[src/hdl/isotp_pkg.sv]
// shared types, constants and helper functions for the iso-tp receive vin extractor
package isotp_pkg;

  localparam int unsigned CAN_ID_W     = 29;
  localparam int unsigned BYTE_CNT_W   = 4;
  localparam int unsigned FRAME_W      = 64;
  localparam int unsigned CHAR_IDX_W   = 5;
  localparam int unsigned MSG_LEN_W    = 12;

  localparam logic [CAN_ID_W-1:0]  RESPONSE_ID_RST = 29'h60F;
  localparam logic [7:0]           NEG_RESP_SID    = 8'h7F;
  localparam logic [7:0]           VIN_HDR_0       = 8'h62;
  localparam logic [7:0]           VIN_HDR_1       = 8'hF1;
  localparam logic [7:0]           VIN_HDR_2       = 8'h90;
  localparam logic [MSG_LEN_W-1:0] VIN_MIN_LEN     = 12'd20;
  localparam logic [3:0]           MAX_BYTES       = 4'd8;
  localparam logic [3:0]           MIN_BYTES       = 4'd2;
  localparam logic [3:0]           SF_MAX_LEN      = 4'd7;
  localparam logic [2:0]           FF_MAX_TAKE     = 3'd6;
  localparam logic [2:0]           FF_FIRST_BYTE   = 3'd2;
  localparam logic [2:0]           CF_FIRST_BYTE   = 3'd1;

  typedef enum logic [3:0] {
    PCI_SINGLE = 4'd0,
    PCI_FIRST  = 4'd1,
    PCI_CONSEC = 4'd2
  } pci_type_t;

  typedef enum logic [2:0] {
    EV_IGNORED  = 3'd0,
    EV_SINGLE   = 3'd1,
    EV_NEGATIVE = 3'd2,
    EV_FIRST    = 3'd3,
    EV_CONSEC   = 3'd4,
    EV_SEQ_ERR  = 3'd5,
    EV_DONE     = 3'd6,
    EV_VIN      = 3'd7
  } event_t;

  typedef enum logic [2:0] {
    KIND_IGN,
    KIND_SF,
    KIND_NEG,
    KIND_FF,
    KIND_CF,
    KIND_SEQ
  } kind_t;

  typedef enum logic [2:0] {
    S_IDLE,
    S_CLASSIFY,
    S_FF_FEED,
    S_FF_DONE,
    S_CF_FEED,
    S_CF_DONE,
    S_VREAD,
    S_VOUT
  } state_t;

  typedef struct packed {
    logic   in_ready;
    logic   ff_init;
    logic   cf_start;
    logic   feed;
    logic   cap_clr;
    logic   load;
    event_t evt;
    logic   emit_clr;
    logic   emit_inc;
  } cmd_t;

  typedef struct packed {
    kind_t kind;
    logic  take_zero;
    logic  incomplete;
    logic  vin_ok;
    logic  out_free;
    logic  emit_last;
  } sts_t;

  function automatic logic is_alnum(input logic [7:0] c);
    return (c >= 8'h30 && c <= 8'h39) || (c >= 8'h41 && c <= 8'h5A) ||
           (c >= 8'h61 && c <= 8'h7A);
  endfunction

  function automatic logic [7:0] hdr_byte(input logic [1:0] pos);
    logic [7:0] b;
    case (pos)
      2'd0:    b = VIN_HDR_0;
      2'd1:    b = VIN_HDR_1;
      2'd2:    b = VIN_HDR_2;
      default: b = 8'h00;
    endcase
    return b;
  endfunction

endpackage

[src/hdl/isotp_in_if.sv]
// input channel carrying one received can frame
interface isotp_in_if;
  logic        valid;
  logic        ready;
  logic [28:0] can_id;
  logic [3:0]  byte_count;
  logic [63:0] frame_data;

  modport source (output valid, can_id, byte_count, frame_data, input ready);
  modport sink (input valid, can_id, byte_count, frame_data, output ready);
endinterface

[src/hdl/isotp_out_if.sv]
// output channel carrying one result item
interface isotp_out_if;
  logic       valid;
  logic       ready;
  logic [2:0] event_res;
  logic [7:0] service_id;
  logic [7:0] reject_code;
  logic [7:0] vin_char;
  logic [4:0] char_index;
  logic       last;

  modport source (output valid, event_res, service_id, reject_code, vin_char, char_index,
                  last, input ready);
  modport sink (input valid, event_res, service_id, reject_code, vin_char, char_index,
                last, output ready);
endinterface

[src/hdl/isotp_ctrl.sv]
// controller state machine sequencing classification, byte feeding and result output
module isotp_ctrl (
  input  logic              clk,
  input  logic              rst,
  input  logic              in_valid,
  input  isotp_pkg::sts_t   sts,
  output isotp_pkg::cmd_t   cmd
);
  import isotp_pkg::*;

  state_t state, state_next;

  always_ff @(posedge clk) begin
    if (rst) begin
      state <= S_IDLE;
    end else begin
      state <= state_next;
    end
  end

  always_comb begin
    state_next   = state;
    cmd          = '0;
    cmd.evt      = EV_IGNORED;
    case (state)
      S_IDLE: begin
        cmd.in_ready = 1'b1;
        if (in_valid) begin
          state_next = S_CLASSIFY;
        end
      end
      S_CLASSIFY: begin
        case (sts.kind)
          KIND_FF: begin
            cmd.ff_init = 1'b1;
            state_next  = S_FF_FEED;
          end
          KIND_CF: begin
            cmd.cf_start = 1'b1;
            state_next   = S_CF_FEED;
          end
          KIND_SF: begin
            cmd.evt = EV_SINGLE;
            if (sts.out_free) begin
              cmd.load   = 1'b1;
              state_next = S_IDLE;
            end
          end
          KIND_NEG: begin
            cmd.evt = EV_NEGATIVE;
            if (sts.out_free) begin
              cmd.load   = 1'b1;
              state_next = S_IDLE;
            end
          end
          KIND_SEQ: begin
            cmd.evt = EV_SEQ_ERR;
            if (sts.out_free) begin
              cmd.load    = 1'b1;
              cmd.cap_clr = 1'b1;
              state_next  = S_IDLE;
            end
          end
          default: begin
            cmd.evt = EV_IGNORED;
            if (sts.out_free) begin
              cmd.load   = 1'b1;
              state_next = S_IDLE;
            end
          end
        endcase
      end
      S_FF_FEED: begin
        if (sts.take_zero) begin
          state_next = S_FF_DONE;
        end else begin
          cmd.feed = 1'b1;
        end
      end
      S_FF_DONE: begin
        cmd.evt = EV_FIRST;
        if (sts.out_free) begin
          cmd.load   = 1'b1;
          state_next = S_IDLE;
        end
      end
      S_CF_FEED: begin
        if (sts.take_zero) begin
          state_next = S_CF_DONE;
        end else begin
          cmd.feed = 1'b1;
        end
      end
      S_CF_DONE: begin
        if (sts.incomplete) begin
          cmd.evt = EV_CONSEC;
          if (sts.out_free) begin
            cmd.load   = 1'b1;
            state_next = S_IDLE;
          end
        end else if (sts.vin_ok) begin
          cmd.cap_clr  = 1'b1;
          cmd.emit_clr = 1'b1;
          state_next   = S_VREAD;
        end else begin
          cmd.evt = EV_DONE;
          if (sts.out_free) begin
            cmd.load    = 1'b1;
            cmd.cap_clr = 1'b1;
            state_next  = S_IDLE;
          end
        end
      end
      S_VREAD: begin
        state_next = S_VOUT;
      end
      S_VOUT: begin
        cmd.evt = EV_VIN;
        if (sts.out_free) begin
          cmd.load = 1'b1;
          if (sts.emit_last) begin
            state_next = S_IDLE;
          end else begin
            cmd.emit_inc = 1'b1;
            state_next   = S_VREAD;
          end
        end
      end
      default: begin
        state_next = S_IDLE;
      end
    endcase
  end

endmodule

[src/hdl/isotp_dp.sv]
// datapath: frame register, reassembly state, vin store and output register
module isotp_dp #(
  parameter int unsigned VIN_CHARS = 17
) (
  input  logic                                 clk,
  input  logic                                 rst,
  input  logic                                 cfg_wr_en,
  input  logic [isotp_pkg::CAN_ID_W-1:0]       cfg_wr_data,
  isotp_in_if.sink                             in_ch,
  isotp_out_if.source                          out_ch,
  input  isotp_pkg::cmd_t                      cmd,
  output isotp_pkg::sts_t                      sts
);
  import isotp_pkg::*;

  localparam int unsigned IW = (VIN_CHARS > 1) ? $clog2(VIN_CHARS) : 1;
  localparam int unsigned CW = $clog2(VIN_CHARS + 1);

  logic [CAN_ID_W-1:0]  response_id;
  logic                 id_match;
  logic [3:0]           nbytes;
  logic [FRAME_W-1:0]   frame;

  logic                 capture_active;
  logic [MSG_LEN_W-1:0] expected_length;
  logic [3:0]           next_sequence;
  logic [MSG_LEN_W-1:0] received_count;
  logic [1:0]           header_match;
  logic                 header_ok;
  logic [CW-1:0]        vin_count;
  logic [2:0]           byte_idx;
  logic [2:0]           take_cnt;
  logic [IW-1:0]        emit_idx;

  logic [7:0]           vin_mem [VIN_CHARS];
  logic [7:0]           rd_data;

  logic                 out_valid;
  logic [2:0]           event_res;
  logic [7:0]           service_id;
  logic [7:0]           reject_code;
  logic [7:0]           vin_char;
  logic [CHAR_IDX_W-1:0] char_index;
  logic                 last;

  logic                 accept;
  logic [7:0]           pci;
  logic [3:0]           pci_nib;
  logic [7:0]           byte1;
  logic [7:0]           byte2;
  logic [7:0]           byte3;
  logic [7:0]           cur_byte;
  logic [MSG_LEN_W-1:0] ff_len;
  logic [MSG_LEN_W-1:0] remaining;
  logic [2:0]           nm1;
  logic [1:0]           hm_next;
  logic                 collect;
  kind_t                kind;

  assign accept   = in_ch.valid & cmd.in_ready;
  assign in_ch.ready = cmd.in_ready;

  assign pci      = frame[63:56];
  assign pci_nib  = pci[3:0];
  assign byte1    = frame[55:48];
  assign byte2    = frame[47:40];
  assign byte3    = frame[39:32];
  assign cur_byte = frame[{~byte_idx, 3'b000} +: 8];
  assign ff_len   = {pci_nib, byte1};
  assign remaining = expected_length - received_count;
  assign nm1      = 3'(nbytes - 4'd1);

  always_comb begin
    kind = KIND_IGN;
    if (id_match && nbytes >= MIN_BYTES) begin
      case (pci[7:4])
        PCI_SINGLE: begin
          if (pci_nib == 4'd0 || pci_nib > SF_MAX_LEN ||
              {1'b0, nbytes} < ({1'b0, pci_nib} + 5'd1)) begin
            kind = KIND_IGN;
          end else if (pci_nib >= 4'd3 && byte1 == NEG_RESP_SID) begin
            kind = KIND_NEG;
          end else begin
            kind = KIND_SF;
          end
        end
        PCI_FIRST: begin
          kind = (nbytes == MAX_BYTES) ? KIND_FF : KIND_IGN;
        end
        PCI_CONSEC: begin
          if (capture_active) begin
            kind = (pci_nib == next_sequence) ? KIND_CF : KIND_SEQ;
          end
        end
        default: kind = KIND_IGN;
      endcase
    end
  end

  always_comb begin
    hm_next = header_match;
    if (header_match == received_count[1:0] && cur_byte == hdr_byte(received_count[1:0])) begin
      hm_next = header_match + 2'd1;
    end
  end

  assign collect = (received_count >= 12'd3) && (vin_count < CW'(VIN_CHARS)) &&
                   is_alnum(cur_byte);

  always_comb begin
    sts            = '0;
    sts.kind       = kind;
    sts.take_zero  = (take_cnt == 3'd0);
    sts.incomplete = (received_count < expected_length);
    sts.vin_ok     = (received_count >= VIN_MIN_LEN) && header_ok &&
                     (vin_count == CW'(VIN_CHARS));
    sts.out_free   = !out_valid || out_ch.ready;
    sts.emit_last  = (emit_idx == IW'(VIN_CHARS - 1));
  end

  always_ff @(posedge clk) begin
    if (accept) begin
      id_match <= (in_ch.can_id == response_id);
      nbytes   <= (in_ch.byte_count > MAX_BYTES) ? MAX_BYTES : in_ch.byte_count;
      frame    <= in_ch.frame_data;
    end
  end

  always_ff @(posedge clk) begin
    if (rst) begin
      response_id     <= RESPONSE_ID_RST;
      capture_active  <= 1'b0;
      expected_length <= '0;
      next_sequence   <= 4'd1;
      received_count  <= '0;
      header_match    <= '0;
      header_ok       <= 1'b0;
      vin_count       <= '0;
      byte_idx        <= '0;
      take_cnt        <= '0;
      emit_idx        <= '0;
    end else begin
      if (cfg_wr_en) begin
        response_id <= cfg_wr_data;
      end
      if (cmd.ff_init) begin
        capture_active  <= 1'b1;
        expected_length <= ff_len;
        next_sequence   <= 4'd1;
        received_count  <= '0;
        header_match    <= '0;
        header_ok       <= 1'b0;
        vin_count       <= '0;
        byte_idx        <= FF_FIRST_BYTE;
        take_cnt        <= (ff_len < 12'(FF_MAX_TAKE)) ? ff_len[2:0] : FF_MAX_TAKE;
      end
      if (cmd.cf_start) begin
        next_sequence <= next_sequence + 4'd1;
        byte_idx      <= CF_FIRST_BYTE;
        take_cnt      <= (remaining < 12'(nm1)) ? remaining[2:0] : nm1;
      end
      if (cmd.feed) begin
        if (received_count < 12'd3) begin
          header_match <= hm_next;
          header_ok    <= (hm_next == 2'd3);
        end else if (collect) begin
          vin_count <= vin_count + CW'(1);
        end
        received_count <= received_count + 12'd1;
        byte_idx       <= byte_idx + 3'd1;
        take_cnt       <= take_cnt - 3'd1;
      end
      if (cmd.cap_clr) begin
        capture_active <= 1'b0;
      end
      if (cmd.emit_clr) begin
        emit_idx <= '0;
      end else if (cmd.emit_inc) begin
        emit_idx <= emit_idx + IW'(1);
      end
    end
  end

  always_ff @(posedge clk) begin
    if (cmd.feed && collect) begin
      vin_mem[vin_count[IW-1:0]] <= cur_byte;
    end
    rd_data <= vin_mem[emit_idx];
  end

  always_ff @(posedge clk) begin
    if (rst) begin
      out_valid <= 1'b0;
    end else if (cmd.load) begin
      out_valid <= 1'b1;
    end else if (out_ch.ready) begin
      out_valid <= 1'b0;
    end
  end

  always_ff @(posedge clk) begin
    if (cmd.load) begin
      event_res   <= cmd.evt;
      service_id  <= (cmd.evt == EV_NEGATIVE) ? byte2 : 8'h00;
      reject_code <= (cmd.evt == EV_NEGATIVE) ? byte3 : 8'h00;
      vin_char    <= (cmd.evt == EV_VIN) ? rd_data : 8'h00;
      char_index  <= (cmd.evt == EV_VIN) ? CHAR_IDX_W'(emit_idx) : '0;
      last        <= (cmd.evt == EV_VIN) ? sts.emit_last : 1'b1;
    end
  end

  assign out_ch.valid       = out_valid;
  assign out_ch.event_res   = event_res;
  assign out_ch.service_id  = service_id;
  assign out_ch.reject_code = reject_code;
  assign out_ch.vin_char    = vin_char;
  assign out_ch.char_index  = char_index;
  assign out_ch.last        = last;

endmodule

[src/hdl/isotp_receive_vin_extractor_unit.sv]
// top level of the iso-tp receive reassembler with vin extraction
// flow: each frame is accepted in idle and classified; frames that feed no bytes then load
// their result, while first and consecutive frames first feed their message bytes one at a
// time (up to seven) and then load theirs; a completing vin message then gives its characters
// a new frame is taken only after the result of the last one has been loaded for output;
// each vin character is read from the registered store, then loaded once the output is free
// reset: clears all capture state and sets the response id to 0x60F; the vin store is not cleared
module isotp_receive_vin_extractor_unit #(
  parameter int unsigned VIN_CHARS = 17
) (
  input  logic                             clk,
  input  logic                             rst,
  input  logic                             cfg_wr_en,
  input  logic [isotp_pkg::CAN_ID_W-1:0]   cfg_wr_data,
  isotp_in_if.sink                         in_ch,
  isotp_out_if.source                      out_ch
);
  import isotp_pkg::*;

  cmd_t cmd;
  sts_t sts;

  isotp_ctrl u_ctrl (
    .clk      (clk),
    .rst      (rst),
    .in_valid (in_ch.valid),
    .sts      (sts),
    .cmd      (cmd)
  );

  isotp_dp #(
    .VIN_CHARS (VIN_CHARS)
  ) u_dp (
    .clk         (clk),
    .rst         (rst),
    .cfg_wr_en   (cfg_wr_en),
    .cfg_wr_data (cfg_wr_data),
    .in_ch       (in_ch),
    .out_ch      (out_ch),
    .cmd         (cmd),
    .sts         (sts)
  );

endmodule
[src/flat_wrapper.sv]
// flat-port wrapper written by rule: the top's interface ports become plain ports
module isotp_receive_vin_extractor_unit_flat import isotp_pkg::*;
#(
  parameter int unsigned VIN_CHARS = 17
)
  (clk, rst, cfg_wr_en, cfg_wr_data, in_ch_valid, in_ch_can_id, in_ch_byte_count, in_ch_frame_data, in_ch_ready, out_ch_valid, out_ch_event_res, out_ch_service_id, out_ch_reject_code, out_ch_vin_char, out_ch_char_index, out_ch_last, out_ch_ready);
  isotp_in_if in_ch_i ();
  isotp_out_if out_ch_i ();
  input  logic clk;
  input  logic rst;
  input  logic cfg_wr_en;
  input  logic [isotp_pkg::CAN_ID_W-1:0] cfg_wr_data;
  input wire logic [$bits(in_ch_i.valid)-1:0] in_ch_valid;
  input wire logic [$bits(in_ch_i.can_id)-1:0] in_ch_can_id;
  input wire logic [$bits(in_ch_i.byte_count)-1:0] in_ch_byte_count;
  input wire logic [$bits(in_ch_i.frame_data)-1:0] in_ch_frame_data;
  output wire logic [$bits(in_ch_i.ready)-1:0] in_ch_ready;
  output wire logic [$bits(out_ch_i.valid)-1:0] out_ch_valid;
  output wire logic [$bits(out_ch_i.event_res)-1:0] out_ch_event_res;
  output wire logic [$bits(out_ch_i.service_id)-1:0] out_ch_service_id;
  output wire logic [$bits(out_ch_i.reject_code)-1:0] out_ch_reject_code;
  output wire logic [$bits(out_ch_i.vin_char)-1:0] out_ch_vin_char;
  output wire logic [$bits(out_ch_i.char_index)-1:0] out_ch_char_index;
  output wire logic [$bits(out_ch_i.last)-1:0] out_ch_last;
  input wire logic [$bits(out_ch_i.ready)-1:0] out_ch_ready;
  assign in_ch_i.valid = in_ch_valid;
  assign in_ch_i.can_id = in_ch_can_id;
  assign in_ch_i.byte_count = in_ch_byte_count;
  assign in_ch_i.frame_data = in_ch_frame_data;
  assign in_ch_ready = in_ch_i.ready;
  assign out_ch_valid = out_ch_i.valid;
  assign out_ch_event_res = out_ch_i.event_res;
  assign out_ch_service_id = out_ch_i.service_id;
  assign out_ch_reject_code = out_ch_i.reject_code;
  assign out_ch_vin_char = out_ch_i.vin_char;
  assign out_ch_char_index = out_ch_i.char_index;
  assign out_ch_last = out_ch_i.last;
  assign out_ch_i.ready = out_ch_ready;
  isotp_receive_vin_extractor_unit #(.VIN_CHARS(VIN_CHARS)) u_core (.clk(clk), .rst(rst), .cfg_wr_en(cfg_wr_en), .cfg_wr_data(cfg_wr_data), .in_ch(in_ch_i), .out_ch(out_ch_i));
endmodule
[config.mk]
export PLATFORM = sky130hd
export DESIGN_NAME = isotp_receive_vin_extractor_unit_flat
export DESIGN_NICKNAME = d
export VERILOG_FILES = /design/src/hdl/isotp_pkg.sv /design/src/hdl/isotp_in_if.sv /design/src/hdl/isotp_out_if.sv /design/src/hdl/isotp_ctrl.sv /design/src/hdl/isotp_dp.sv /design/src/hdl/isotp_receive_vin_extractor_unit.sv /design/src/flat_wrapper.sv
export SDC_FILE = /design/constraint.sdc
export NUM_CORES = 1
export LEC_CHECK = 0
export ABC_AREA = 1
export BUFFER_PORTS_ARGS = -buffer_cell sky130_fd_sc_hd__buf_2
export CAP_MARGIN = 20
export CORE_MARGIN = 3
export CORE_UTILIZATION = 60
export CTS_BUF_LIST = sky130_fd_sc_hd__clkbuf_4
export CTS_CLUSTER_SIZE = 28
export DETAILED_ROUTE_END_ITERATION = 8
export PLACE_DENSITY = 0.89
export RECOVER_POWER = 25
export SYNTH_ARGS = -nofsm -noshare
export SYNTH_HDL_FRONTEND = slang
export SYNTH_SLANG_ARGS = --single-unit
[constraint.sdc]
create_clock -name clk -period 14.3 [get_ports clk]
set_input_delay 0.715 -clock clk [delete_from_list [all_inputs] [get_ports clk]]
set_output_delay 0.715 -clock clk [all_outputs]
set_load 0.1 [all_outputs]
# [Yosys cells after proc, flatten, opt, wreduce, memory -nomap -nowiden]
# Memory sizes are Yosys's and may differ from the RTL's. A register that Yosys moved wholly into a read port is not among the register bits.
# Cells that the tools add are included.
# Widths: inputs -> output; s select.
[word_totals] mem_count=1 ff_bits=183 elab_cells=183 out_inout_bits=35 in_bits=131 ramBits=136
[memory_table] name="u_core.u_dp.vin_mem" words=17 word_bits=8 rd=1 rd_clocked_by_memory_dff=1 wr=1 line="isotp_dp.sv:35" source="logic [7:0] vin_mem [VIN_CHARS];"
[op_classes] n_reduce_logical=31 bitwise_logic=2 n_shift=1 mux=67 eq_ne=31 n_lt_le_gt_ge=18 add_sub_neg=10
[op_table] cell="$shiftx 64x7->8" count=1
[op_table] cell="$mux 3" count=18
[op_table] cell="$pmux 4 s4" count=2
[op_table] cell="$eq 29x29->1" count=1
[op_table] cell="$mux 12" count=2
[op_table] cell="$pmux 3 s8" count=1
[op_table] cell="$pmux 8 s3" count=1
[op_table] cell="$mux 1" count=23
[op_table] cell="$eq 3x3->1 const B" count=7
[op_table] cell="$mux 5" count=4
[op_table] cell="$mux 2" count=9
[op_table] cell="$ge 8x7->1 const B" count=2
[op_table] cell="$le 8x7->1 const B" count=2
[op_table] cell="$mux 4" count=4
[op_table] cell="$eq 3x2->1 const B" count=5
[op_table] cell="$add 12x1->12 const B" count=1
[op_table] cell="$ge 12x2->1 const B" count=1
[op_table] cell="$ge 12x5->1 const B" count=1
[op_table] cell="$lt 12x12->1" count=1
[op_table] cell="$lt 12x2->1 const B" count=1
[op_table] cell="$lt 12x3->1" count=1
[op_table] cell="$lt 12x3->1 const B" count=1
[op_table] cell="$sub 12x12->12" count=1
[op_table] cell="$logic_and 1x1->1" count=11
[op_table] cell="40 further kinds" count=59

# [Depth between registers and ports, before layout]
# Gate-level depths: netlist of run 1.
[depth] word_depth=13 depth_mapped=20 depth_no_buf=20

# [Modules after synthesis]
# A second synthesis of run 1 with hierarchy kept.
[hier_totals] hier_cells=1555 area_unflattened_um2=15149.5
[by_module_without_submodules] mod="isotp_dp" seq_area_each_um2=8868.5 cells_each=1469 area_per_inst_um2=14620.3 instances=1
[by_module_without_submodules] mod="isotp_ctrl" seq_area_each_um2=60.1 cells_each=86 area_per_inst_um2=529.3 instances=1

# [Least setup slack after synthesis of run 1]
# OpenSTA, ideal clock, no wires.
[synth_timing] kind="input to register" startpoint="input in_ch_valid" endpoint="register u_core.u_dp.frame[0], enable pin" n_path_buf=0 setup_slack_ns=6.377 required_time_ns=13.634 cell_stages=2 arrival_ns=7.257 setup_time_ns=0.666 path_cell_list="inv_1 -> nor4_1"
[synth_between] elab_chain_len=1
[synth_rtl] element="from (decl)" line="flat_wrapper.sv:13" source="input wire logic [$bits(in_ch_i.valid)-1:0] in_ch_valid;"
[synth_rtl] element="$and 1x1->1" line="isotp_dp.sv:60" source="assign accept = in_ch.valid & cmd.in_ready;"
[synth_rtl] element="net u_core.u_dp.accept" line="isotp_dp.sv:46" source="logic accept;"
[synth_rtl] element="to (signal assigned)" line="isotp_dp.sv:125" source="frame <= in_ch.frame_data;"
[synth_rtl] element="to (decl)" line="isotp_dp.sv:22" source="logic [FRAME_W-1:0] frame;"
# The timed path passes the listed nets, and every way through them passes these cells.
# A chain may end at the register's enable or synchronous reset.

# [Worst setup path in the final report of run 1]
[layout_timing] startpoint="register u_core.u_dp.byte_idx[1]" endpoint="memory u_core.u_dp.vin_mem[2][5], enable pin"
[layout_between] elab_chain_len=10 elab_cells_between_ends=17 classes_between="order compare (6); shift (1); mux (2); bitwise (1); reduce/logical (7)"
[layout_rtl] element="from (decl)" line="isotp_dp.sv:31" source="logic [2:0] byte_idx;"
[layout_rtl] element="from (signal assigned)" line="isotp_dp.sv:170" source="byte_idx <= byte_idx + 3'd1;"
[layout_rtl] element="$not 3->3 *" line="isotp_dp.sv:68" source="assign cur_byte = frame[{~byte_idx, 3'b000} +: 8];"
[layout_rtl] element="$shiftx 64x7->8 *" line="isotp_dp.sv:68"
[layout_rtl] element="net u_core.u_dp.cur_byte[5]" line="isotp_dp.sv:52" source="logic [7:0] cur_byte;"
[layout_rtl] element="$ge 8x6->1, or another cell as far along" line="isotp_pkg.sv:82" source="return (c >= 8'h30 && c <= 8'h39) || (c >= 8'h41 && c <= 8'h5A) ||"
[layout_rtl] element="$logic_and 1x1->1" line="isotp_pkg.sv:82"
[layout_rtl] element="$logic_or 1x1->1" line="isotp_pkg.sv:82"
[layout_rtl] element="$logic_or 1x1->1 *" line="isotp_pkg.sv:82"
[layout_rtl] element="$logic_and 1x1->1 *" line="isotp_dp.sv:107" source="assign collect = (received_count >= 12'd3) && (vin_count < CW'(VIN_CHARS)) &&"
[layout_rtl] element="$logic_and 1x1->1 *" line="isotp_dp.sv:185" source="if (cmd.feed && collect) begin"
[layout_rtl] element="$mux 1 *" line="isotp_dp.sv:185"
[layout_rtl] element="$mux 1 (not written as such) *" line="isotp_dp.sv:186" source="vin_mem[vin_count[IW-1:0]] <= cur_byte;"
[layout_rtl] element="to (decl)" line="isotp_dp.sv:35"
# Mark *: on every way through the listed nets, which the timed path passes. The rest lies on a longest branch.

==> impl_metrics.py, run 1 <==
metrics = {
    "clock_tree": {
        "post_cts_buffers": 0,
        "cts_made_buffers": 81,
        "htree_levels": 3,
        "post_cts_resized": 0,
        "clk_latency_ps": 720,
        "cts-root-buf": "clkbuf_4",
        "cts_tree": "built",
        "clock_sinks": 327,
        "holdBufCountCts": 0,
        "cts.path.max_buffers": 3,
        "clk_pin_slew_worst_paths_ps": 70,
    },
    "logic_synthesis": {
        "ys_seq_area_share_pct": 59.14,
        "synth_cells": 1568,
        "synth.distinct_cells": 53,
        "avgSynthCellArea_um2": 9.629,
        "yosysWarnings": 0,
        "synthesis.area_um2": 15100,
        "synthesis.nets": 1735,
        "ys_seq_elements": 327,
    },
    "timing": {
        "finalClockSkew_ps": 64.57,
        "setup_viol": 0,
        "final-hold-violation-count": 0,
        "worst_pin_slew_ps": 3721,
        "fmax_mhz": 243.5,
        "period_needed_ps": 4107,
        "slew-limit-headroom_pct": -148.1,
        "rsz0062_at_grt": "no",
        "final.period_utilization_pct": 28.72,
        "drv_slew": 139,
        "timing.final.ws_setup_ps": 10190,
        "tns_ps": 0,
    },
    "floorplanning": {
        "die_w_um": 164.6,
        "core_area_um2": 24530,
        "dieArea_um2": 27100,
        "fp-row-count": 57,
        "initial_core_util_pct": 61.54,
        "die_h_um": 164.6,
        "pin_count": 166,
    },
    "place": {
        "place_congestion": 0.9459,
        "placed_cells": 2007,
        "place_area_um2": 16110,
        "hpwl_um": 25820,
        "preCtsSetupSlack_ps": 10270,
        "port_buffers": 165,
    },
    "worst_setup_path": {
        "cp_data_required_time_ps": 14600,
        "crit_type": "flop to flop",
        "crit_path_max_fanout": 22,
        "worstPathCellList": "inv_2 > nor2_1 > o21ai_1 > nand2_1 > nand2_1 > nand2_1 > o21ai_1 > a21oi_2 > nand4_2 > inv_2 > nand2_1 > nor2_1",
        "rrSetupSlack_ps": 10190,
        "cp_slowest_cell": "dfxtp_1",
        "end_kind": "flop",
        "max_stage_delay_ps": 850,
        "cp.arrival_ps": 4410,
        "critPathLaunch": "u_core.u_dp.byte_idx[1]",
        "r2r_start": "u_core.u_dp.byte_idx[1]",
        "cp-start-kind": "flop",
        "worst_path_most_repeated_cell": "nand2_1",
        "r2r_cells": 12,
        "r2r-end": "u_core.u_dp.vin_mem[2][5]",
    },
    "power_and_ir_drop": {
        "fin_total_pwr_uw": 2002,
        "power_density_nw_per_um2": 116.7,
        "leakage_uw": 0.007208,
        "vdd_drop_max_uv": 74.37,
    },
    "routing": {
        "vias_per_cell": 5.617,
        "wl_um": 37570,
        "first_pass_iters": 6,
        "first_iter_violations": 1628,
        "postRouteAntennaNets": 0,
        "via_count": 12128,
        "drt-wirelength-per-cell_um": 17.40,
        "drc_errors": 0,
    },
    "final_layout": {
        "final_common_cell": "nor2_1",
        "fill_cells": 1792,
        "fin_area_um2": 17150,
        "stdcell_count": 2159,
        "drive_above_1_share_pct": 19.14,
        "final_cell_mix": "261 x nor2_1, 254 x nand2_1, 238 x edfxtp_1",
        "area_growth_pct": 13.61,
        "layout.nets": 1934,
    },
    "job": {
        "drv_cap": 2,
    },
    "hold_path": {
        "holdPathEnd": "u_core.u_dp.frame[32]",
        "hold_depth": 1,
        "worstHoldStart": "in_ch_frame_data[32]",
        "hold_class": "primary input to flop",
    },
    "grt": {
        "grt_pass1_wl_um": 58320,
        "grt_max_degree": 70,
        "gr-total-overflow": 0,
        "grt_pass1_vias": 11686,
        "grt_antenna_before_repair": 2,
        "grt_usage_pct": 27.64,
    },
    "status": {
        "outcome": "finished, violations left",
        "violations": "capacitance limit, slew limit",
    },
}
[per-stage QoR]
step / util (%) / hold slack (ps)
3_5_place_dp: 65.67 / 458.5
6_report: 69.92 / 182.5
4_1_cts: 69.89 / 148.3
3_3_place_gp: 65.67 / 448.3
5_1_grt: 69.92 / 137.6
2_1_floorplan: - / 435.5
[where the power goes]
part,internal (µW),leakage [µW],switching (µW)
clock network,395,0.000614,375
logic,40.3,0.00366,126
registers,1050,0.00293,14.5
[worst max-delay path by stage]
| stage | end | slack [ps] | cells after the start |
|---|---|---|---|
| 6_report | u_core.u_dp.vin_mem[2][5] | 10190 | 12 |
| 5_1_grt | u_core.u_dp.vin_mem[10][6] | 9840 | 13 |
| 3_5_place_dp | u_core.u_dp.vin_mem[10][2] | 10270 | 12 |
| 3_3_place_gp | u_core.u_dp.vin_mem[10][0] | 10440 | 12 |
| 2_1_floorplan | u_core.u_dp.frame[0] | 6380 | 2 |
| 4_1_cts | u_core.u_dp.vin_mem[10][5] | 10250 | 12 |
[sequential cells by signal, summed over array words and instances, names as in the netlist, 12 cells and up]
| signal | count |
|---|---|
| u_core.u_dp.frame | 64 |
| u_core.u_dp.received_count | 12 |
| u_core.u_dp.expected_length | 12 |
| u_core.u_dp.response_id | 29 |
| u_core.u_dp.vin_mem | 136 |
[synthesized netlist by cell type (all sizes together)]
| cell | number | area (µm²) |
|---|---|---|
| nor2 | 269 | 1045 |
| o22ai | 18 | 112.6 |
| a41oi | 8 | 70.07 |
| a21o | 1 | 7.510 |
| xnor2 | 12 | 105.1 |
| o41ai | 2 | 17.52 |
| o21a | 1 | 7.510 |
| nor4 | 5 | 31.28 |
| ha | 35 | 437.9 |
| clkbuf | 38 | 143.9 |
| nor3b | 4 | 40.03 |
| edfxtp | 238 | 7147 |
| nor3 | 16 | 90.09 |
| o31ai | 2 | 15.01 |
| o221ai | 15 | 131.4 |
| xor2 | 32 | 280.3 |
| o211ai | 11 | 87.58 |
| a31oi | 3 | 18.77 |
| nand3 | 93 | 480.5 |
| a2111oi | 1 | 8.760 |
| nand3b | 6 | 45.04 |
| fa | 1 | 20.02 |
| nand2 | 264 | 1016 |
| a21oi | 54 | 285.3 |
| clkinv | 3 | 16.27 |
| o21ai | 139 | 725.7 |
| a21boi | 1 | 7.510 |
| a211oi | 3 | 22.52 |
| buf | 19 | 148.9 |
| nand4 | 11 | 75.07 |
| inv | 166 | 625.6 |
| o21bai | 1 | 7.510 |
| dfxtp | 89 | 1782 |
| and3 | 1 | 6.260 |
| or2 | 6 | 37.54 |
[worst max-delay path, delay by kind of cell, from the launching register on]
family | cells | cell delay, ps
flip-flops | 1 | 850
buffers and inverters | 2 | 510
AND/OR/NAND/NOR | 7 | 1950
AO/OA/AOI/OAI | 3 | 430
[layout make-up]
cell class | instances | area [µm²] | share of cell area [%]
clock buffers | 116 | 870.8 | 5.077
inverters | 169 | 641.9 | 3.742
multi-input cells | 1015 | 5250 | 30.61
repair buffers | 173 | 887.1 | 5.172
clock inverters | 34 | 166.4 | 0.9702
well taps | 324 | 405.4 | 2.363
flip-flops and latches | 327 | 8929 | 52.05
diodes | 1 | 2.502 | 0.01459
[kinds of logic (layout without fill, tap and decap cells)]
kind of cell / count (synthesis) / after routing / synth area share (%)
compound gates: 260 / 260 / 10.10
xor+xnor: 44 / 44 / 2.552
fa+ha+maj: 36 / 36 / 3.033
buf+inv: 226 / 492 / 6.191
flops: 327 / 327 / 59.14
other cells: 0 / 1 / 0
simple gates: 675 / 675 / 18.99
[layer usage]
| layer | vias to the layer above | routed length, µm | track usage (%) |
|---|---|---|---|
| met5 | - | 13 | 0 |
| met1 | 5550 | 14180 | 35.23 |
| met4 | 2 | 1387 | 12.50 |
| met2 | 698 | 18100 | 44.84 |
| li1 | 5764 | - | - |
| met3 | 114 | 3882 | 6.897 |
(Power assumes the default switching activity.)
==> inputs of run 2 (changes only) <==
--- a/config.mk
+++ b/config.mk
@@ -9,11 +9,11 @@
 export BUFFER_PORTS_ARGS = -buffer_cell sky130_fd_sc_hd__buf_2
 export CAP_MARGIN = 20
 export CORE_MARGIN = 3
-export CORE_UTILIZATION = 60
+export CORE_UTILIZATION = 55
 export CTS_BUF_LIST = sky130_fd_sc_hd__clkbuf_4
 export CTS_CLUSTER_SIZE = 28
 export DETAILED_ROUTE_END_ITERATION = 8
-export PLACE_DENSITY = 0.89
+export PLACE_DENSITY = 0.87
 export RECOVER_POWER = 25
 export SYNTH_ARGS = -nofsm -noshare
 export SYNTH_HDL_FRONTEND = slang
==> constraint.sdc (replaced) <==
create_clock -name clk -period 3.55 [get_ports clk]
set_input_delay 0.1775 -clock clk [delete_from_list [all_inputs] [get_ports clk]]
set_output_delay 0.1775 -clock clk [all_outputs]
set_load 0.1 [all_outputs]
==> run 2 against run 1 <==
Net effect: the flow still finishes with violations (capacitance limit, slew limit); non-clock buffer count increased by 142; die area increased by 8.8%; design area increased by 7.6%; sequential share of layout area decreased by 3.7 points; global-route usage increased by 1.5 points; first-iteration DRC count decreased by 10%; sequential power increased to 4.0 times the previous value; flip-flop and latch count unchanged; final cell count increased by 7.3%; worst setup slack got worse by 9700 ps; maximum frequency increased by 36%; highest routed layer is now met4.
==> impl_metrics.py, run 2 (synthesis gave the netlist of run 1 again) <==
metrics = {
    "clock_tree": {
        "post_cts_buffers": 0,
        "cts_made_buffers": 82,
        "clock_sinks": 327,
        "cts_tree": "built",
        "clk_latency_ps": 730,
        "cts.path.max_buffers": 3,
        "clk_pin_slew_worst_paths_ps": 70,
        "cts-root-buf": "clkbuf_4",
        "htree_levels": 3,
    },
    "final_layout": {
        "fill_cells": 1914,
        "fin_area_um2": 18450,
        "final_cell_mix": "261 x nor2_1, 254 x nand2_1, 238 x edfxtp_1",
        "final_common_cell": "nor2_1",
        "area_growth_pct": 22.19,
        "layout.nets": 2077,
        "drive_above_1_share_pct": 16.68,
        "fin_util_pct": 68.45,
        "largest_register_ffs": 136,
    },
    "routing": {
        "wl_um": 43120,
        "first_pass_iters": 6,
        "postRouteAntennaNets": 0,
        "vias_per_cell": 5.680,
        "drc_errors": 0,
        "drt-wirelength-per-cell_um": 18.62,
        "first_iter_violations": 1462,
        "via_count": 13155,
    },
    "worst_setup_path": {
        "rrSetupSlack_ps": 540,
        "end_kind": "flop",
        "path_buf_inv": 3,
        "worstPathCellList": "inv_2 > a21oi_1 > o21ai_1 > nand3_1 > nand2_2 > nand2_1 > o21ai_1 > nand2_1 > nand4_2 > inv_2 > nand2_1 > nor2_1 > buf_4",
        "crit_type": "flop to flop",
        "cp_data_required_time_ps": 3930,
        "max_stage_delay_ps": 800,
        "crit_family": "simple AND/OR/NAND/NOR gates",
        "cp.arrival_ps": 3390,
        "crit_path_max_fanout": 14,
        "worst_path_most_repeated_cell": "nand2_1",
        "cp-start-kind": "flop",
        "cp_slowest_cell": "dfxtp_1",
    },
    "floorplanning": {
        "fp-row-count": 60,
        "die_w_um": 171.7,
        "die_h_um": 171.7,
        "core_area_um2": 26950,
        "dieArea_um2": 29480,
        "initial_core_util_pct": 56.02,
        "pin_count": 166,
    },
    "job": {
        "drv_cap": 1,
    },
    "grt": {
        "grt_pass1_wl_um": 66930,
        "grt_max_degree": 70,
        "busiest_layer": "met2",
        "grt_util_met3_pct": 6.251,
        "met1_usage_pct": 34.09,
        "gr-total-overflow": 0,
        "grt_usage_pct": 29.16,
        "grt_pass1_vias": 13081,
        "gr-usage-met2_pct": 48.19,
        "grt_antenna_before_repair": 1,
    },
    "status": {
        "violations": "capacitance limit, slew limit",
        "outcome": "finished, violations left",
    },
    "timing": {
        "holdWs_ps": 34.04,
        "worst_pin_slew_ps": 1878,
        "rsz0062_at_grt": "no",
        "final-hold-violation-count": 0,
        "period_needed_ps": 3010,
        "slew-limit-headroom_pct": -25.17,
        "fmax_mhz": 332.3,
        "setup_viol": 0,
        "drv_slew": 70,
        "tns_ps": 0,
        "finalClockSkew_ps": 93.95,
        "final.period_utilization_pct": 84.78,
    },
    "power_and_ir_drop": {
        "power_density_nw_per_um2": 447.0,
        "vdd_drop_max_uv": 302.4,
        "leakage_uw": 0.007680,
    },
    "place": {
        "place_area_um2": 16360,
        "hpwl_um": 25830,
        "place_congestion": 0.9444,
        "port_buffers": 165,
    },
    "hold_path": {
        "hold_class": "primary input to flop",
    },
}
[run 2: changes by cell type in the layout (fill, tap and decap cells not counted), sizes merged, moves of 3 or more]
cell / before / now
buf: 168 / 143
clkbuf: 121 / 175
clkinv: 31 / 28
dlygate4sd3: 0 / 115
[run 2: per-stage QoR]
step | worst slack, ps | instances | power (µW)
2_1_floorplan | 139.0 | 1568 | 4816
3_3_place_gp | 703.3 | 2052 | 5013
3_5_place_dp | 597.8 | 2052 | 5034
4_1_cts | 575.0 | 2314 | 8169
5_1_grt | 295.0 | 2315 | 8545
6_report | 540.3 | 2316 | 8247
[run 2: path summary, 6_finish.rpt]
kind | endpoint | start | depth (start not counted)
worst min-delay path | u_core.u_ctrl.state[2] | in_ch_valid | 6
worst max-delay path | u_core.u_dp.vin_mem[9][7] | u_core.u_dp.byte_idx[1] | 13
worst max register to register | u_core.u_dp.vin_mem[9][7] | u_core.u_dp.byte_idx[1] | 13
worst min register to register | u_core.u_dp.received_count[3] | u_core.u_dp.received_count[3] | 2
[run 2: area by class of cell]
class                   instances  area [µm²]  share of cell area, %
clock buffers                 118       885.9                  4.802
diodes                          2       5.005                0.02713
clock inverters                29       130.1                 0.7053
flip-flops and latches        327        8929                  48.40
repair buffers                315        2181                  11.82
inverters                     169       641.9                  3.479
multi-input cells            1015        5250                  28.46
well taps                     341       426.7                  2.313
[run 2: report_power, final]
part / internal, µW / switching (µW) / total [µW] / leakage [µW]
Sequential: 4230 / 68.0 / 4300 / 0.00293
Combinational: 241 / 544 / 785 / 0.00415
Clock: 1540 / 1620 / 3160 / 0.000598
Total: 6010 / 2230 / 8250 / 0.00768
[run 2: routing by layer]
| metal | vias up | share of wire, % |
|---|---|---|
| li1 | 6065 | - |
| met3 | 202 | 9.3 |
| met2 | 906 | 48 |
| met4 | 0 | 7.5 |
| met5 | - | 0 |
| met1 | 5982 | 35 |
[run 2: worst reg2reg max path, stage by stage (launching register included)]
cell and delay [ps]:
dfxtp_1 800, inv_2 290, a21oi_1 180, o21ai_1 100
nand3_1 200, nand2_2 120, nand2_1 80, o21ai_1 70
nand2_1 90, nand4_2 140, inv_2 140, nand2_1 160
nor2_1 160, buf_4 210
[run 2: repair_timing]
action                    4_1_cts  5_1_grt
gates resized for setup         0        0
hold endpoints to repair      114        0
hold buffers                  115        0
==> inputs of run 3 (changes only) <==
--- a/config.mk
+++ b/config.mk
@@ -5,15 +5,15 @@
 export SDC_FILE = /design/constraint.sdc
 export NUM_CORES = 1
 export LEC_CHECK = 0
-export ABC_AREA = 1
+export ABC_AREA = 0
 export BUFFER_PORTS_ARGS = -buffer_cell sky130_fd_sc_hd__buf_2
 export CAP_MARGIN = 20
 export CORE_MARGIN = 3
-export CORE_UTILIZATION = 55
+export CORE_UTILIZATION = 60
 export CTS_BUF_LIST = sky130_fd_sc_hd__clkbuf_4
 export CTS_CLUSTER_SIZE = 28
 export DETAILED_ROUTE_END_ITERATION = 8
-export PLACE_DENSITY = 0.87
+export PLACE_DENSITY = 0.9
 export RECOVER_POWER = 25
 export SYNTH_ARGS = -nofsm -noshare
 export SYNTH_HDL_FRONTEND = slang
==> constraint.sdc (replaced) <==
create_clock -name clk -period 3.1 [get_ports clk]
set_input_delay 0.155 -clock clk [delete_from_list [all_inputs] [get_ports clk]]
set_output_delay 0.155 -clock clk [all_outputs]
set_load 0.1 [all_outputs]
==> run 3 against run 2 <==
Net effect: sequential power up 14%; synthesized area fell by 4.5%; the run ends with DRC, capacitance limit, slew limit, setup timing left; critical path type unchanged; final cell count shrank 22%.
==> impl_metrics.py, run 3 <==
metrics = {
    "power_and_ir_drop": {
        "leakage_uw": 0.006738,
        "vdd_drop_max_uv": 393.2,
        "power_density_nw_per_um2": 525.3,
    },
    "logic_synthesis": {
        "synth_edf_count": 238,
        "yosysWarnings": 0,
        "synthTopCellsByCount": "238 x edfxtp_1, 89 x dfxtp_1, 77 x nor2_1",
        "synthesis.area_um2": 14420,
        "ys_seq_area_share_pct": 61.90,
        "synth_most_common_cell": "edfxtp_1",
        "synthesis.nets": 1218,
        "synth_cells": 1051,
        "synth_ff_type": "edfxtp_1",
        "ys_top_cells_by_area": "edfxtp_1 50%, dfxtp_1 12%, mux4_2 8.7%",
        "async_flop_share_pct": 0,
        "synth.distinct_cells": 67,
        "synth_top_area_share_pct": 49.55,
        "avgSynthCellArea_um2": 13.72,
        "synth_top_area_cell": "edfxtp_1",
        "ys_seq_elements": 327,
    },
    "worst_setup_path": {
        "r2r-end": "u_core.u_dp.out_ch.event_res[1]",
        "end_kind": "flop",
        "cp-start-kind": "flop",
        "rrSetupSlack_ps": -110,
        "r2r_start": "u_core.u_dp.frame[57]",
        "crit_type": "flop to flop",
        "crit_path_max_fanout": 11,
        "r2r_cells": 13,
        "cp_data_required_time_ps": 3530,
        "cp.arrival_ps": 3640,
    },
    "floorplanning": {
        "initial_core_util_pct": 61.27,
        "die_w_um": 161.0,
        "pin_count": 166,
        "dieArea_um2": 25940,
        "core_area_um2": 23540,
        "die_h_um": 161.0,
        "fp-row-count": 56,
    },
    "place": {
        "hpwl_um": 26000,
        "place_congestion": 0.9353,
        "placed_cells": 1551,
        "port_buffers": 165,
        "preCtsSetupSlack_ps": -71.74,
    },
    "final_layout": {
        "drive_above_1_share_pct": 28.24,
        "stdcell_count": 1812,
        "multiInputGateArea_um2": 5291,
        "final_common_cell": "edfxtp_1",
        "layout.nets": 1595,
        "final_cell_mix": "238 x edfxtp_1, 117 x clkbuf_4, 110 x buf_2",
        "largest_register_ffs": 136,
        "fill_cells": 1322,
        "area_growth_pct": 26.93,
        "seq_area_um2": 8931,
    },
    "timing": {
        "period_needed_ps": 3206,
        "worst_pin_slew_ps": 1815,
        "timing.final.ws_setup_ps": -106.4,
        "drv_slew": 69,
        "fmax_mhz": 311.9,
        "slew-limit-headroom_pct": -21.02,
        "final.period_utilization_pct": 103.4,
        "finalClockSkew_ps": 141.8,
        "final-hold-violation-count": 0,
        "setup_viol": 40,
    },
    "clock_tree": {
        "clock_sinks": 327,
        "cts-root-buf": "clkbuf_4",
        "cts_tree": "built",
        "cts_made_buffers": 81,
        "cts.path.max_buffers": 3,
        "clk_latency_ps": 800,
        "clk_pin_slew_worst_paths_ps": 80,
        "htree_levels": 3,
    },
    "status": {
        "violations": "DRC, capacitance limit, slew limit, setup timing",
        "outcome": "finished, violations left",
    },
    "routing": {
        "first_iter_violations": 2018,
        "wl_um": 50840,
        "postRouteAntennaNets": 0,
        "first_pass_iters": 9,
        "via_count": 11952,
        "vias_per_cell": 6.596,
        "drt-wirelength-per-cell_um": 28.06,
        "drc_errors": 152,
    },
    "grt": {
        "grt_antenna_before_repair": 5,
        "grt_pass1_vias": 11959,
        "gr-total-overflow": 0,
        "grt_max_degree": 43,
        "grt_pass1_wl_um": 74210,
        "grt_usage_pct": 39.02,
    },
    "hold_path": {
        "worstHoldStart": "rst",
        "hold_class": "primary input to flop",
        "hold_depth": 2,
        "holdPathEnd": "u_core.u_dp.expected_length[0]",
    },
    "job": {
        "drv_cap": 2,
    },
}
==> run 3: changes by cell type in the layout (fill, tap and decap cells not counted), sizes merged, moves of 56 or more <==
cell   delta
inv     -123
mux4     +56
nand2   -207
nand3    -63
nor2    -192
o21ai   -124
==> run 3: worst max-delay path, stage by stage, from the launching register on <==
cell and delay, ps:
edfxtp_1 520, inv_1 130, ha_1 290, inv_1 40, ha_1 260, o21a_1 130
o21ai_2 70, a211oi_1 200, o21ai_1 170, o41ai_2 410, nor4_1 100, buf_4 170
nor2_4 150, buf_4 240
==> run 3: cell families (layout without fill, tap and decap cells) <==
group / after synthesis / after routing / synth area share (%)
flops: 327 / 327 / 61.90
mux: 101 / 101 / 12.00
xor+xnor: 51 / 51 / 3.097
simple gates: 310 / 310 / 10.88
compound gates: 134 / 134 / 6.445
buf+inv: 92 / 532 / 2.507
fa+ha+maj: 36 / 36 / 3.175
other cells: 0 / 2 / 0
==> run 3: worst max path at each step <==
stage	from	slack [ps]	end	cells after the start
finish	u_core.u_dp.frame[57]	-110	u_core.u_dp.out_ch.event_res[1]	13
global route	u_core.u_dp.frame[57]	-100	u_core.u_dp.out_ch.event_res[1]	13
CTS	u_core.u_dp.expected_length[0]	4	u_core.u_dp.out_ch.reject_code[0]	13
detailed placement	u_core.u_dp.frame[56]	-70	u_core.u_dp.out_ch.reject_code[0]	13
global placement	u_core.u_dp.frame[56]	80	u_core.u_dp.out_ch.reject_code[0]	13
floorplan	u_core.u_dp.byte_idx[0]	-50	u_core.u_dp.vin_mem[0][0]	7
==> run 3: where the power goes <==
| group | internal (µW) | total, µW | leakage, µW | switching [µW] |
|---|---|---|---|---|
| registers | 4810 | 4910 | 0.00294 | 92.7 |
| clock network | 1850 | 3920 | 0.000623 | 2080 |
| logic | 289 | 786 | 0.00318 | 498 |
| total | 6950 | 9620 | 0.00674 | 2670 |
==> run 3: cell type report <==
cell class,count,area share [%]
Sequential cell,327,48.78
Antenna cell,2,0.02734
Timing Repair Buffer,344,13.52
Inverter,42,0.8611
Clock inverter,29,0.9295
Tap cell,319,2.180
Multi-Input combinational cell,632,28.90
Clock buffer,117,4.798
==> run 3: metal layers <==
layer | track usage, % | wire [µm]
met2 | 63.68 | 24470
met1 | 41.97 | 15440
met5 | 0 | 66
met3 | 13.11 | 5722
met4 | 30.07 | 5146
==> run 3: per-stage QoR <==
step                hold slack, ps  cell area (µm²)  util [%]  TNS, ps  total power [µW]
finish                       46.52            18310     77.76    -2011              9618
global route                 39.92            18310     77.75    -1620              9874
CTS                          18.56            18210     77.34        0              9359
detailed placement           333.1            16100     68.38    -1861              5602
global placement             331.3            16100     68.38        0              5577
floorplan                    253.9            14500         -    -1150              5349
==> run 3: repair_timing <==
item | 4_1_cts | 5_1_grt
endpoints found under the hold margin | 100 | 0
resized for setup | 7 | 27
pin swaps | 2 | 8
endpoints found under the setup margin | 81 | 176
buffers inserted | 2 | 10
hold buffers | 101 | 0
